[config.mk]
export PLATFORM = sky130hd
export DESIGN_NAME = lavm_front
export DESIGN_NICKNAME = d
export VERILOG_FILES = /design/src/rtl/core/lavm_pkg.sv /design/src/rtl/core/lavm_front.sv
export SDC_FILE = /design/constraint.sdc
export NUM_CORES = 1
export LEC_CHECK = 0
export BUFFER_PORTS_ARGS = -buffer_cell sky130_fd_sc_hd__buf_4
export CAP_MARGIN = 20
export CORE_AREA = 2 2 155 157
export DETAILED_ROUTE_END_ITERATION = 10
export DIE_AREA = 0 0 157 159
export PLACE_DENSITY = 0.58
export SETUP_SLACK_MARGIN = 0.02
export SLEW_MARGIN = 20
export SYNTH_ARGS = -nofsm -noshare
export SYNTH_HDL_FRONTEND = slang
export SYNTH_SLANG_ARGS = --single-unit
[constraint.sdc]
create_clock -name vclk -period 6.27
set_clock_uncertainty 0.15 [all_clocks]
set_input_delay 1.254 -clock vclk [all_inputs]
set_output_delay 1.254 -clock vclk [all_outputs]
set_load 0.05 [all_outputs]
[src/rtl/core/lavm_pkg.sv]
// shared types and constants for the look-at view matrix block
package lavm_pkg;

  localparam int unsigned COORD_W = 32;
  localparam int unsigned DIFF_W  = COORD_W + 1;
  localparam int unsigned QDEPTH  = 2;

  typedef struct packed {
    logic signed [COORD_W-1:0] eye_x;
    logic signed [COORD_W-1:0] eye_y;
    logic signed [COORD_W-1:0] eye_z;
    logic signed [COORD_W-1:0] aim_x;
    logic signed [COORD_W-1:0] aim_y;
    logic signed [COORD_W-1:0] aim_z;
  } in_t;

  typedef struct packed {
    logic [1:0]                row_index;
    logic signed [COORD_W-1:0] entry_0;
    logic signed [COORD_W-1:0] entry_1;
    logic signed [COORD_W-1:0] entry_2;
    logic signed [COORD_W-1:0] entry_3;
    logic                      last_row;
    logic                      degenerate;
  } out_t;

  // one classified request waiting for the back end
  typedef struct packed {
    logic signed [COORD_W-1:0] eye_x;
    logic signed [COORD_W-1:0] eye_y;
    logic signed [COORD_W-1:0] eye_z;
    logic signed [DIFF_W-1:0]  dif_x;
    logic signed [DIFF_W-1:0]  dif_y;
    logic signed [DIFF_W-1:0]  dif_z;
    logic                      fwd_zero;
    logic                      rgt_zero;
  } job_t;

endpackage

[src/rtl/core/lavm_front.sv]
// front end: forms the view direction and flags degenerate requests
module lavm_front (
  input  logic          in_valid,
  output logic          in_ready,
  input  lavm_pkg::in_t in_data,
  input  logic          q_full,
  output logic          push,
  output lavm_pkg::job_t job
);
  import lavm_pkg::*;

  assign in_ready = !q_full;
  assign push     = in_valid && !q_full;

  always_comb begin
    job.eye_x = in_data.eye_x;
    job.eye_y = in_data.eye_y;
    job.eye_z = in_data.eye_z;
    job.dif_x = DIFF_W'(in_data.aim_x) - DIFF_W'(in_data.eye_x);
    job.dif_y = DIFF_W'(in_data.aim_y) - DIFF_W'(in_data.eye_y);
    job.dif_z = DIFF_W'(in_data.aim_z) - DIFF_W'(in_data.eye_z);
    // same point: no forward; straight up or down: no right
    job.rgt_zero = (job.dif_x == '0) && (job.dif_z == '0);
    job.fwd_zero = job.rgt_zero && (job.dif_y == '0);
  end

endmodule

==> run_summary.xml <==
<?xml version="1.0" encoding="UTF-8"?>
<metrics>
  <group name="timing">
    <metric name="fin_crit_sh" unit="%">108.1</metric>
    <metric name="final-setup-viol-count" unit="">1</metric>
    <metric name="fmaxAchievable" unit="MHz">147.5</metric>
    <metric name="max_slew_headroom" unit="%">61.01</metric>
    <metric name="grt_setup_unrepaired" unit="">true</metric>
    <metric name="final_hold_viol_count" unit="">0</metric>
    <metric name="worst_slew_pin_slew" unit="ps">581.3</metric>
    <metric name="period_needed" unit="ps">6781</metric>
    <metric name="finalWorstSetupSlack" unit="ps">-510.7</metric>
    <metric name="setup-tns-final" unit="ps">-510.7</metric>
    <metric name="final-max-slew-violation-count" unit="">0</metric>
  </group>
  <group name="critical_path">
    <metric name="worst_path_cell_chain" unit="">buf_4 &gt; ha_1 &gt; or2b_2 &gt; a21oi_4 &gt; o21ai_4 &gt; xnor2_4 &gt; or4b_1 &gt; or4b_4 &gt; or4b_4 &gt; nor4_4 &gt; nand4bb_1 &gt; or4b_4 &gt; nor4b_4 &gt; buf_6</metric>
    <metric name="worst_path_largest_cell_delay" unit="ps">540</metric>
    <metric name="buf_inv_stages_crit_path" unit="">2</metric>
    <metric name="worst_path_max_delay_cell" unit="">or4b_4</metric>
    <metric name="critical-path-top-delay-family" unit="">simple AND/OR/NAND/NOR gates</metric>
    <metric name="timing_worst_setup_path_type" unit="">primary input to output pin</metric>
    <metric name="worst_setup_path_start_kind" unit="">primary input</metric>
    <metric name="endpoint_kind" unit="">output pin</metric>
    <metric name="critical-path-top-cell-by-count" unit="">or4b_4</metric>
    <metric name="critical_path_arrival" unit="ps">5380</metric>
    <metric name="path_max_fanout" unit="">3</metric>
    <metric name="cp.required" unit="ps">4870</metric>
  </group>
  <group name="route">
    <metric name="first_iter_violations" unit="">350</metric>
    <metric name="via_per_inst" unit="">4.967</metric>
    <metric name="wire_per_inst" unit="um">15.67</metric>
    <metric name="route.detailed.drc" unit="">0</metric>
    <metric name="drt_first_pass_iters" unit="">5</metric>
    <metric name="postRouteAntennaNets" unit="">0</metric>
    <metric name="via_count" unit="">8925</metric>
    <metric name="routed_wl" unit="mm">28.15</metric>
  </group>
  <group name="finish">
    <metric name="flops_and_latches" unit="">0</metric>
    <metric name="drive_gt1_share" unit="%">43.23</metric>
    <metric name="fin_nets" unit="">1773</metric>
    <metric name="fillers" unit="">2381</metric>
    <metric name="seq_area" unit="sq um">0</metric>
    <metric name="clock_buffer_count" unit="">0</metric>
    <metric name="n_antenna_cell" unit="">0</metric>
    <metric name="layout-area-overhead-vs-synth" unit="%">63.48</metric>
    <metric name="post-route-util" unit="%">47.53</metric>
  </group>
  <group name="die">
    <metric name="io_pins" unit="">393</metric>
    <metric name="initial_core_util" unit="%">29.07</metric>
    <metric name="core_area" unit="sq mm">0.02319</metric>
    <metric name="die_area" unit="sq mm">0.02496</metric>
    <metric name="std_cell_rows" unit="">56</metric>
    <metric name="die_height" unit="um">159</metric>
    <metric name="die_x" unit="um">157</metric>
  </group>
  <group name="min_path">
    <metric name="hold_crit_class" unit="">primary input to output pin</metric>
  </group>
  <group name="pwr">
    <metric name="cellPowerDensity" unit="mW/mm^2">179.9</metric>
    <metric name="power_leakage" unit="nW">5.818</metric>
    <metric name="worst_ir_drop_vdd" unit="uV">114.4</metric>
  </group>
  <group name="run_status">
    <metric name="violations_in_the_final_reports" unit="">negative setup slack</metric>
    <metric name="status" unit="">finished with violations</metric>
  </group>
  <group name="global_route">
    <metric name="grt_start_max_net_pins" unit="">11</metric>
    <metric name="first_global_vias" unit="">8816</metric>
    <metric name="track_usage" unit="%">21.06</metric>
    <metric name="antenna_found_initial" unit="">0</metric>
    <metric name="globalRoute.totalOverflow" unit="">0</metric>
    <metric name="wire_length_of_the_first_global_routing_pass" unit="mm">43.55</metric>
  </group>
  <group name="synth">
    <metric name="syn-mean-instance-area" unit="sq um">6.591</metric>
    <metric name="yosys-top-cells-count" unit="">inv_1, a21oi_1, buf_4</metric>
    <metric name="synth_nets" unit="">1316</metric>
    <metric name="syn_area" unit="sq mm">0.006743</metric>
    <metric name="synth-seq-area-share" unit="%">0</metric>
    <metric name="synthDominantCellAreaShare" unit="%">17.81</metric>
    <metric name="yosys_warnings" unit="">0</metric>
    <metric name="post-synth-top-area-cell" unit="">ha_1</metric>
    <metric name="yosysMostFrequentCell" unit="">inv_1</metric>
    <metric name="synth.area.top_cells" unit="">ha_1, buf_4, a21oi_1</metric>
    <metric name="netlist-cell-type-count" unit="">71</metric>
    <metric name="synthCells" unit="">1023</metric>
  </group>
  <group name="job">
    <metric name="drv_cap" unit="">0</metric>
  </group>
  <group name="placement">
    <metric name="io_buffers" unit="">393</metric>
    <metric name="routabilityCongestion" unit="">0.9016</metric>
    <metric name="place_hpwl" unit="mm">25.47</metric>
  </group>
  <group name="clocking">
    <metric name="cts-hold-fix-buffers" unit="">0</metric>
  </group>
</metrics>
==> logic make-up (layout without fill, tap and decap cells) <==
kind of cell | count (synthesis) | in the layout | share of synthesized area [%]
compound gates | 301 | 301 | 28.89
simple gates | 296 | 296 | 22.92
buf+inv | 249 | 704 | 19.32
fa+ha+maj | 99 | 99 | 18.70
xor+xnor | 76 | 76 | 9.872
mux | 2 | 2 | 0.2969
==> cell usage in the layout (no fill, tap or decap), types with 12 or more instances in the layout <==
| cell type | instances |
|---|---|
| nor2_1 | 68 |
| xnor2_1 | 44 |
| inv_1 | 131 |
| nand4_1 | 21 |
| ha_1 | 95 |
| buf_4 | 571 |
| xor2_1 | 23 |
| o21ai_0 | 51 |
| nor3_1 | 20 |
| and3_1 | 12 |
| nand3_1 | 20 |
| o211ai_1 | 13 |
| o21a_1 | 13 |
| a21oi_1 | 93 |
| a21o_1 | 27 |
| nand2_1 | 70 |
==> routing by layer <==
| metal | global-route usage (%) | share of wire (%) |
|---|---|---|
| met1 | 24.43 | 39 |
| met4 | 3.795 | 2.1 |
| met2 | 40.49 | 51 |
| met5 | 0 | 0 |
| met3 | 3.130 | 7.6 |
==> worst paths after layout <==
check / slack, ps / endpoint / from / cells after the start
worst max-delay path: -510 / job[1] / in_data[33] / 14
worst min-delay path: 2620 / job[121] / in_data[116] / 2
==> cell type report <==
class / count / area, sq um / share of cell area [%]
multi-input cells: 774 / 5823 / 52.83
repair buffers: 573 / 4309 / 39.09
inverters: 131 / 491.7 / 4.461
well taps: 319 / 399.1 / 3.621
==> stage by stage <==
step                worst slack, ps  instance area, sq um  total power, W  instances  hold WS, ps
floorplan                    -512.0                  6883        0.001229       1023         2525
global placement             -706.1                 10760        0.001938       1795         2623
detailed placement           -722.1                 10760        0.001945       1795         2623
CTS                          -549.3                 10810        0.001956       1795         2623
global route                 -641.6                 11020        0.002107       1797         2627
finish                       -510.7                 11020        0.001984       1797         2622
==> report_power, final <==
part,internal (W),leakage (nW),total [W],switching (W)
clock,0,0,0,0
sequential,0,0,0,0
combinational,0.000741,5.82,0.00198,0.00124
total,0.000741,5.82,0.00198,0.00124
==> repair_timing <==
item,CTS,global route
endpoints found under the hold margin,0,0
setup endpoints to repair,2,3
resized for setup,11,39
buffers inserted,0,2
pin swaps,4,15
Note: power is estimated with default switching activity, not from simulation.
