File: config.mk
export PLATFORM = sky130hd
export DESIGN_NAME = lavm_queue
export DESIGN_NICKNAME = d
export VERILOG_FILES = /design/src/rtl/core/lavm_pkg.sv /design/src/rtl/core/lavm_queue.sv
export SDC_FILE = /design/constraint.sdc
export NUM_CORES = 1
export LEC_CHECK = 0
export ABC_AREA = 1
export BUFFER_PORTS_ARGS = -buffer_cell sky130_fd_sc_hd__buf_2
export CELL_PAD_IN_SITES_DETAIL_PLACEMENT = 0
export CELL_PAD_IN_SITES_GLOBAL_PLACEMENT = 1
export CORE_MARGIN = 5
export CORE_UTILIZATION = 33
export CTS_BUF_LIST = sky130_fd_sc_hd__clkbuf_16
export DETAILED_ROUTE_END_ITERATION = 10
export PLACE_DENSITY_LB_ADDON = 0.1
export SLEW_MARGIN = 20
export SYNTH_ARGS = -nofsm -noshare
export SYNTH_HDL_FRONTEND = slang
export SYNTH_SLANG_ARGS = --single-unit
File: constraint.sdc
create_clock -name clk -period 23 [get_ports clk]
set_input_delay 1.15 -clock clk [delete_from_list [all_inputs] [get_ports clk]]
set_output_delay 1.15 -clock clk [all_outputs]
set_load 0.005 [all_outputs]
File: src/rtl/core/lavm_pkg.sv
// shared types and constants for the look-at view matrix block
package lavm_pkg;

  localparam int unsigned COORD_W = 32;
  localparam int unsigned DIFF_W  = COORD_W + 1;
  localparam int unsigned QDEPTH  = 2;

  typedef struct packed {
    logic signed [COORD_W-1:0] eye_x;
    logic signed [COORD_W-1:0] eye_y;
    logic signed [COORD_W-1:0] eye_z;
    logic signed [COORD_W-1:0] aim_x;
    logic signed [COORD_W-1:0] aim_y;
    logic signed [COORD_W-1:0] aim_z;
  } in_t;

  typedef struct packed {
    logic [1:0]                row_index;
    logic signed [COORD_W-1:0] entry_0;
    logic signed [COORD_W-1:0] entry_1;
    logic signed [COORD_W-1:0] entry_2;
    logic signed [COORD_W-1:0] entry_3;
    logic                      last_row;
    logic                      degenerate;
  } out_t;

  // one classified request waiting for the back end
  typedef struct packed {
    logic signed [COORD_W-1:0] eye_x;
    logic signed [COORD_W-1:0] eye_y;
    logic signed [COORD_W-1:0] eye_z;
    logic signed [DIFF_W-1:0]  dif_x;
    logic signed [DIFF_W-1:0]  dif_y;
    logic signed [DIFF_W-1:0]  dif_z;
    logic                      fwd_zero;
    logic                      rgt_zero;
  } job_t;

endpackage

File: src/rtl/core/lavm_queue.sv
// short request queue between front and back end
module lavm_queue (
  input  logic           clk,
  input  logic           rst,
  input  logic           push,
  input  lavm_pkg::job_t push_data,
  output logic           full,
  input  logic           pop,
  output logic           head_valid,
  output lavm_pkg::job_t head_data
);
  import lavm_pkg::*;

  localparam int unsigned PW = $clog2(QDEPTH);

  job_t          slots [QDEPTH];
  logic [PW-1:0] wr_ptr;
  logic [PW-1:0] rd_ptr;
  logic [PW:0]   count;

  assign full       = (count == (PW+1)'(QDEPTH));
  assign head_valid = (count != '0);
  assign head_data  = slots[rd_ptr];

  always_ff @(posedge clk) begin
    if (push) begin
      slots[wr_ptr] <= push_data;
    end
  end

  always_ff @(posedge clk) begin
    if (rst) begin
      wr_ptr <= '0;
      rd_ptr <= '0;
      count  <= '0;
    end else begin
      if (push) begin
        wr_ptr <= (wr_ptr == PW'(QDEPTH-1)) ? '0 : wr_ptr + 1'b1;
      end
      if (pop) begin
        rd_ptr <= (rd_ptr == PW'(QDEPTH-1)) ? '0 : rd_ptr + 1'b1;
      end
      count <= count + (PW+1)'(push) - (PW+1)'(pop);
    end
  end

endmodule

==> results of run 1 <==
==> kinds of logic after synthesis <==
family / after synthesis / synth area share [%]
DFF: 399 / 79.69
adders and majority gates: 2 / 0.1671
AOI/OAI and AO/OA: 1 / 0.03340
buffers and inverters: 30 / 1.605
and+or+nand+nor: 14 / 0.3677
muxes: 197 / 18.08
xor gates and xnor gates: 1 / 0.05851
==> through the flow <==
step	hold slack, ns	power [mW]
2_1_floorplan	0.4799	0.9720
5_1_grt	0.5780	1.788
3_5_place_dp	0.5081	1.045
4_1_cts	0.5213	1.745
3_3_place_gp	0.4977	1.044
6_report	0.5133	1.710
==> area by class of cell <==
type / count / share of cell area, %
Antenna cell: 5 / 0.06575
Clock buffer: 47 / 6.181
Clock inverter: 34 / 1.328
Inverter: 8 / 0.1973
Multi-Input combinational cell: 215 / 14.75
Sequential cell: 399 / 62.72
Tap cell: 600 / 3.945
Timing Repair Buffer: 407 / 10.81
==> state kept, by name, indices dropped and copies added (netlist names), named ones only <==
signal and flops:
count 2, rd_ptr 1, slots 394, wr_ptr 1
==> synthesized netlist by cell type, drive strengths merged <==
| library cell | count |
|---|---|
| nand3 | 1 |
| nand2 | 5 |
| edfxtp | 394 |
| ha | 2 |
| a21oi | 1 |
| mux2 | 197 |
| xnor2 | 1 |
| nor3 | 1 |
| inv | 8 |
| dfxtp | 5 |
| nor2 | 7 |
| buf | 22 |
==> worst max path at each step <==
stage	depth (start not counted)	endpoint	slack, ns
2_1_floorplan	2	slots[0][0]$_DFFE_PP_	12.81
3_3_place_gp	4	head_data[25]	18.63
3_5_place_dp	4	head_data[6]	18.59
4_1_cts	4	head_data[6]	17.96
5_1_grt	4	head_data[6]	17.85
6_report	4	head_data[6]	18.11
==> worst max-delay path, cell delays in order, from the launching register on <==
cell     delay, ns
dfxtp_4       0.85
buf_4         0.88
buf_4         0.76
mux2_2        0.43
buf_2         0.13
==> per-layer routing <==
layer	global-route usage (%)	up-vias	part of all wire [%]
li1	-	3430	-
met1	17.15	3704	41
met2	22.23	271	48
met3	5.171	77	8.1
met4	5.336	14	2.8
met5	0	-	0.25
==> power breakdown <==
group | switching [mW] | internal, mW
Sequential | 0.0137 | 0.844
Clock | 0.273 | 0.412
Combinational | 0.0786 | 0.0888
Total | 0.365 | 1.34
==> impl_metrics.ini, run 1 <==
[timing]
hold_violations = 0
fmax_ghz = 0.2043
min_period_ns = 4.894
tightestPinTransition_ns = 1.048
setup_tns_ns = 0
maxSlewHeadroom_pct = 30.15
period_share_pct = 21.28
slew_viol_final = 0
worst_slack_ns = 18.11
skew_ns = 0.005494
setup_viol = 0
rsz0062_at_grt = no

[placed_design]
gp_congestion = 0.7739
post-place-ws_ns = 18.59
dp_cells = 1629
io_buffers = 399
dp_hpwl_mm = 24.22
placed_cell_area_sq_um = 17590

[worst_setup_path]
worstSetupPathType = reg -> out
worstReg2RegStart = wr_ptr$_SDFFE_PP0P_
r2r-end = slots[0][76]$_DFFE_PP_
setup.worst_path.start_class = register
worstPathRequired_ns = 21.85
cp_max_fo = 55
crit_arrival_ns = 3.74
ff2ff_path_depth = 3
cp-end-kind = output pin
r2r_slack_ns = 20.15

[routing]
wl_mm = 35.87
drt_first_pass_iters = 4
detail-route-antenna-nets = 0
vias_per_cell = 4.371
drc = 0
drt-initial-drc-count = 448
vias = 7496
wl_per_cell_um = 20.91

[clock_tree]
cts_tree = yes
clkLatencyLatePin_ns = 0.55
clock_path_buffers = 3
clkTransAtPathRegs_ns = 0.06
ctsHoldBuffers = 0
cts_resized = 0
clock-sinks = 399
cts_setup_buffers = 0
cts_made_buffers = 45
clockRootBuffer = clkbuf_16
h-tree-depth = 2

[layout]
final_cell_mix = buf_2 (399), edfxtp_1 (394), mux2_4 (130)
fin_area_sq_um = 19030
fill_cells = 4182
layout_commonest_cell = buf_2
multiInputGateArea_sq_um = 2808
area_growth_pct = 27.10
instances_no_fill = 1715
fin_util_pct = 42.21
drive_gt1_share_pct = 60.45
nets = 1279
register_area_sq_um = 11940

[die]
start_util_pct = 33.21
fp.dieArea_sq_um = 49730
placementRows = 78
fp.dieH_um = 223
die_x_um = 223
io_pins = 400
core_sq_um = 45090

[global_route]
grt_first_pass_wirelength_mm = 51.40
first_global_vias = 7942
grt_max_degree = 90
overflow = 0
antenna_found_initial = 12
grt_use_total_pct = 13.87

[worst_hold_path]
min_path_cells = 2
min-delay-start = rd_ptr$_SDFFE_PP0P_
min_to = rd_ptr$_SDFFE_PP0P_
min_path_type = reg -> reg

[yosys]
ys_top_cells_by_area = edfxtp_1 (79%), mux2_4 (13%), mux2_2 (5.0%), buf_6 (1.2%), dfxtp_1 (0.67%)
synth_nets = 847
syn_area_per_cell_sq_um = 23.25
netlist_instances = 644
synth_seq_cells = 399
synth_seq_area_share_pct = 79.69
synth_top_area_cell = edfxtp_1
synth_area_sq_um = 14970
synthDistinctLibCells = 14
yosys_warnings = 0
synth_top_area_share_pct = 79.02

[power]
p_leak_nw = 7.404
cellPowerDensity_nw_per_um2 = 89.86
ir_worst_vdd_mv = 0.04978

[job]
drv_cap = 0

[outcome]
status = completed
Power figures use the tool's default switching activity.
==> inputs of run 2 (changes only) <==
clock period = 4.27 ns   (was 23 ns; I/O delays follow)
==> run 2 against run 1 <==
Clock skew rose by 0.0063 ns. Sequential share of layout area fell by 5.9 points. First-iteration DRC count fell by 23%. Critical path type unchanged. Largest cell class unchanged. Largest power group unchanged.
==> impl_metrics.ini, run 2 (same netlist as run 1, synthesis figures left out) <==
[outcome]
status = completed

[layout]
largest_reg_flops = 394
top_register = slots
drive_gt1_share_pct = 50.65
largestRegisters = slots (394), count (2)
instances_no_fill = 1916
final_cell_mix = buf_2 (399), edfxtp_1 (394), dlygate4sd3_1 (201)
layout_commonest_cell = buf_2
fill_cells = 4018
area_growth_pct = 40.39
fin_area_sq_um = 21020
nets = 1483

[clock_tree]
cts_resized = 0
cts_made_buffers = 45
cts_tree = yes
clockRootBuffer = clkbuf_16
ctsHoldBuffers = 201
clock-sinks = 399
cts_setup_buffers = 0
h-tree-depth = 2
clock_path_buffers = 3
clkLatencyLatePin_ns = 0.55
clkTransAtPathRegs_ns = 0.06

[global_route]
antenna_found_initial = 3
grt_max_degree = 109
grt_use_total_pct = 13.70
overflow = 0
first_global_vias = 8631
grt_first_pass_wirelength_mm = 52.45

[worst_setup_path]
crit_arrival_ns = 2.45
worstPathRequired_ns = 4.06
slowest_delay_ns = 0.88
cp_cell_sequence = buf_12 > mux2_2 > buf_2
critPathSlowestCell = dfxtp_4
setup.worst_path.start_class = register
r2r_slack_ns = 2.07
worstReg2RegStart = wr_ptr$_SDFFE_PP0P_
cp-end-kind = output pin
cp_max_fo = 52
worstSetupPathType = reg -> out
path_delay_family = flip-flops
cp.buffers_inverters = 2

[placed_design]
dp_hpwl_mm = 23.31
dp_cells = 1632
placed_cell_area_sq_um = 17660
io_buffers = 399
gp_congestion = 0.7002

[routing]
drc = 0
detail-route-antenna-nets = 0
wl_per_cell_um = 18.65
drt-initial-drc-count = 347
wl_mm = 35.74
vias = 8153
drt_first_pass_iters = 7
vias_per_cell = 4.255

[die]
placementRows = 78
io_pins = 400
die_x_um = 223
fp.dieArea_sq_um = 49730
fp.dieH_um = 223
core_sq_um = 45090
start_util_pct = 33.21

[timing]
hold_violations = 0
fmax_ghz = 0.3751
hold_slack_ns = 0.3703
maxSlewHeadroom_pct = 38.26
skew_ns = 0.01180
min_period_ns = 2.666
rsz0062_at_grt = no
slew_viol_final = 0
setup_tns_ns = 0
setup_viol = 0
tightestPinTransition_ns = 0.9261
period_share_pct = 62.43

[power]
cellPowerDensity_nw_per_um2 = 436.3
ir_worst_vdd_mv = 0.3076
power.total_mw = 9.170
p_leak_nw = 8.233

[worst_hold_path]
min_path_type = in -> reg
min-delay-start = push_data[15]

[job]
drv_cap = 0
[run 2: power breakdown]
part	total (mW)	switching, mW	internal (mW)
Combinational	1.07	0.467	0.606
Clock	3.49	1.46	2.03
Sequential	4.61	0.0650	4.54
[run 2: metal layers]
metal | vias up | GRT usage (%) | part of all wire (%)
met3 | 51 | 4.658 | 6.6
met5 | - | 0 | 0
met4 | 0 | 3.933 | 2.1
met2 | 230 | 23.68 | 51
met1 | 4041 | 16.32 | 40
li1 | 3831 | - | -
[run 2: final cells by class]
cell class              count  area (sq um)  share of cell area [%]
flip-flops and latches    399         11940                   56.78
repair buffers            611          4145                   19.72
multi-input cells         215          2808                   13.36
clock buffers              47          1176                   5.596
well taps                 600         750.7                   3.572
clock inverters            33         162.7                  0.7739
inverters                   8         33.78                  0.1607
diodes                      3         7.507                 0.03572
[run 2: path summary, 6_finish.rpt]
| path | end | depth (start not counted) |
|---|---|---|
| hold reg to reg | rd_ptr$_SDFFE_PP0P_ | 2 |
| hold / removal | slots[0][15]$_DFFE_PP_ | 2 |
| setup / recovery | head_data[194] | 3 |
| setup reg to reg | slots[1][128]$_DFFE_PP_ | 3 |
[run 2: per-stage QoR]
step                      util (%)  setup WS, ns
after floorplan                  -        0.5131
after global placement       39.16         1.968
after detailed placement     39.17         2.013
after CTS                    46.60         1.534
after global routing         46.61         1.478
final                        46.62         1.604
==> inputs of run 3 (changes only) <==
clock period = 2.1 ns   (was 4.27 ns; I/O delays follow)
==> run 3 against run 2 <==
Combinational power increased by 110%. Final area increased by 0.58%. Clock-buffer cell count decreased by 2. Global-route usage increased by 0.22 points. First-iteration DRC count increased by 12%. Power increased by 100%. Setup slack got worse by 1.5 ns. Via count increased by 0.60%. Utilization increased by 0.27 points. Critical path type unchanged. Largest cell class unchanged. Highest routed layer is now met5.
==> impl_metrics.ini, run 3 (same netlist as run 1, synthesis figures left out) <==
[outcome]
status = completed

[placed_design]
gp_congestion = 0.7223
dp_cells = 1643
io_buffers = 399
post-place-ws_ns = 0.5868
placed_cell_area_sq_um = 17820
dp_hpwl_mm = 24.18

[die]
start_util_pct = 33.21
io_pins = 400
core_sq_um = 45090
die_x_um = 223
fp.dieArea_sq_um = 49730
placementRows = 78
fp.dieH_um = 223

[clock_tree]
cts_made_buffers = 44
clockRootBuffer = clkbuf_16
clock-sinks = 399
clkTransAtPathRegs_ns = 0.05
clock_path_buffers = 3
cts_tree = yes
clkLatencyLatePin_ns = 0.54
h-tree-depth = 2

[global_route]
antenna_found_initial = 4
overflow = 0
grt_use_total_pct = 13.92
first_global_vias = 8878
grt_first_pass_wirelength_mm = 53.53
grt_max_degree = 96

[layout]
largestRegisters = slots (394), count (2)
fin_area_sq_um = 21140
drive_gt1_share_pct = 51.10
instances_no_fill = 1920
nets = 1493
layout_commonest_cell = buf_2
final_cell_mix = buf_2 (399), edfxtp_1 (394), dlygate4sd3_1 (201)
top_register = slots
area_growth_pct = 41.20
largest_reg_flops = 394

[routing]
drc = 0
detail-route-antenna-nets = 0
drt-initial-drc-count = 388
vias = 8202
vias_per_cell = 4.272
drt_first_pass_iters = 4
wl_per_cell_um = 18.54
wl_mm = 35.61

[worst_setup_path]
worstPathRequired_ns = 2.00
path_delay_family = buffers and inverters
r2r_slack_ns = 0.71
worstSetupPathType = reg -> out
r2r-end = slots[0][114]$_DFFE_PP_
cp_max_fo = 31
cp-end-kind = output pin
slowest_delay_ns = 0.37
cp_cell_sequence = buf_12 > buf_12 > mux2_2 > buf_2
ff2ff_path_depth = 2
worstReg2RegStart = wr_ptr$_SDFFE_PP0P_
setup.worst_path.start_class = register
cpMostUsedCell = buf_12
critPathSlowestCell = dfxtp_4
crit_arrival_ns = 1.92
cp.buffers_inverters = 3

[worst_hold_path]
min_path_cells = 2
min_to = slots[0][8]$_DFFE_PP_
min_path_type = in -> reg
min-delay-start = push_data[8]

[power]
power.total_mw = 18.54
ir_worst_vdd_mv = 0.6988
cellPowerDensity_nw_per_um2 = 876.8
p_leak_nw = 8.294

[job]
drv_cap = 0

[timing]
setup_tns_ns = 0
worst_slack_ns = 0.07248
rsz0062_at_grt = yes
min_period_ns = 2.028
hold_violations = 0
setup_viol = 0
tightestPinTransition_ns = 0.6384
skew_ns = 0.009957
maxSlewHeadroom_pct = 57.44
slew_viol_final = 0
fmax_ghz = 0.4932
period_share_pct = 96.55
[run 3: per-layer routing]
metal / share of wire [%] / GRT usage (%) / vias to the layer above
li1: - / - / 3854
met1: 42 / 17.69 / 4017
met2: 49 / 22.67 / 270
met3: 6.7 / 4.263 / 59
met4: 2.6 / 5.000 / 2
met5: 0.037 / 0 / -
[run 3: worst max path at each step]
stage | start | endpoint | slack, ns | cells past startpoint
3_5_place_dp | register | head_data[179] | 0.59 | 4
5_1_grt | register | head_data[193] | -0.02 | 4
2_1_floorplan | wr_ptr$_SDFFE_PP0P_ | slots[1][0]$_DFFE_PP_ | -1.63 | 2
6_report | register | head_data[21] | 0.07 | 4
3_3_place_gp | register | head_data[181] | 0.59 | 4
4_1_cts | register | head_data[31] | -0.004 | 4
[run 3: repair_timing]
item,in CTS,in global routing
endpoints found under the setup margin,14,30
hold buffers,201,0
setup buffers,0,0
cloned,0,0
endpoints found under the hold margin,399,0
resized for setup,1,2
[run 3: power by group]
group | internal, mW | total, mW | switching [mW]
combinational | 1.28 | 2.28 | 0.996
sequential | 9.24 | 9.33 | 0.0979
clock | 4.07 | 6.92 | 2.86
total | 14.6 | 18.5 | 3.95
[run 3: per-stage QoR]
step	util (%)	hold slack, ns
finish	46.89	0.2844
global route	46.89	0.2566
CTS	46.84	0.2317
detailed placement	39.52	0.2966
global placement	39.52	0.2928
floorplan	-	0.1762
[run 3: final cells by class]
| class | instances | area (sq um) |
|---|---|---|
| fillers | 4039 | 23950 |
| repair buffers | 622 | 4314 |
| clock buffers | 45 | 1126 |
| inverters | 8 | 33.78 |
| diodes | 3 | 7.507 |
| flip-flops and latches | 399 | 11940 |
| multi-input cells | 215 | 2810 |
| clock inverters | 28 | 161.4 |
| well taps | 600 | 750.7 |
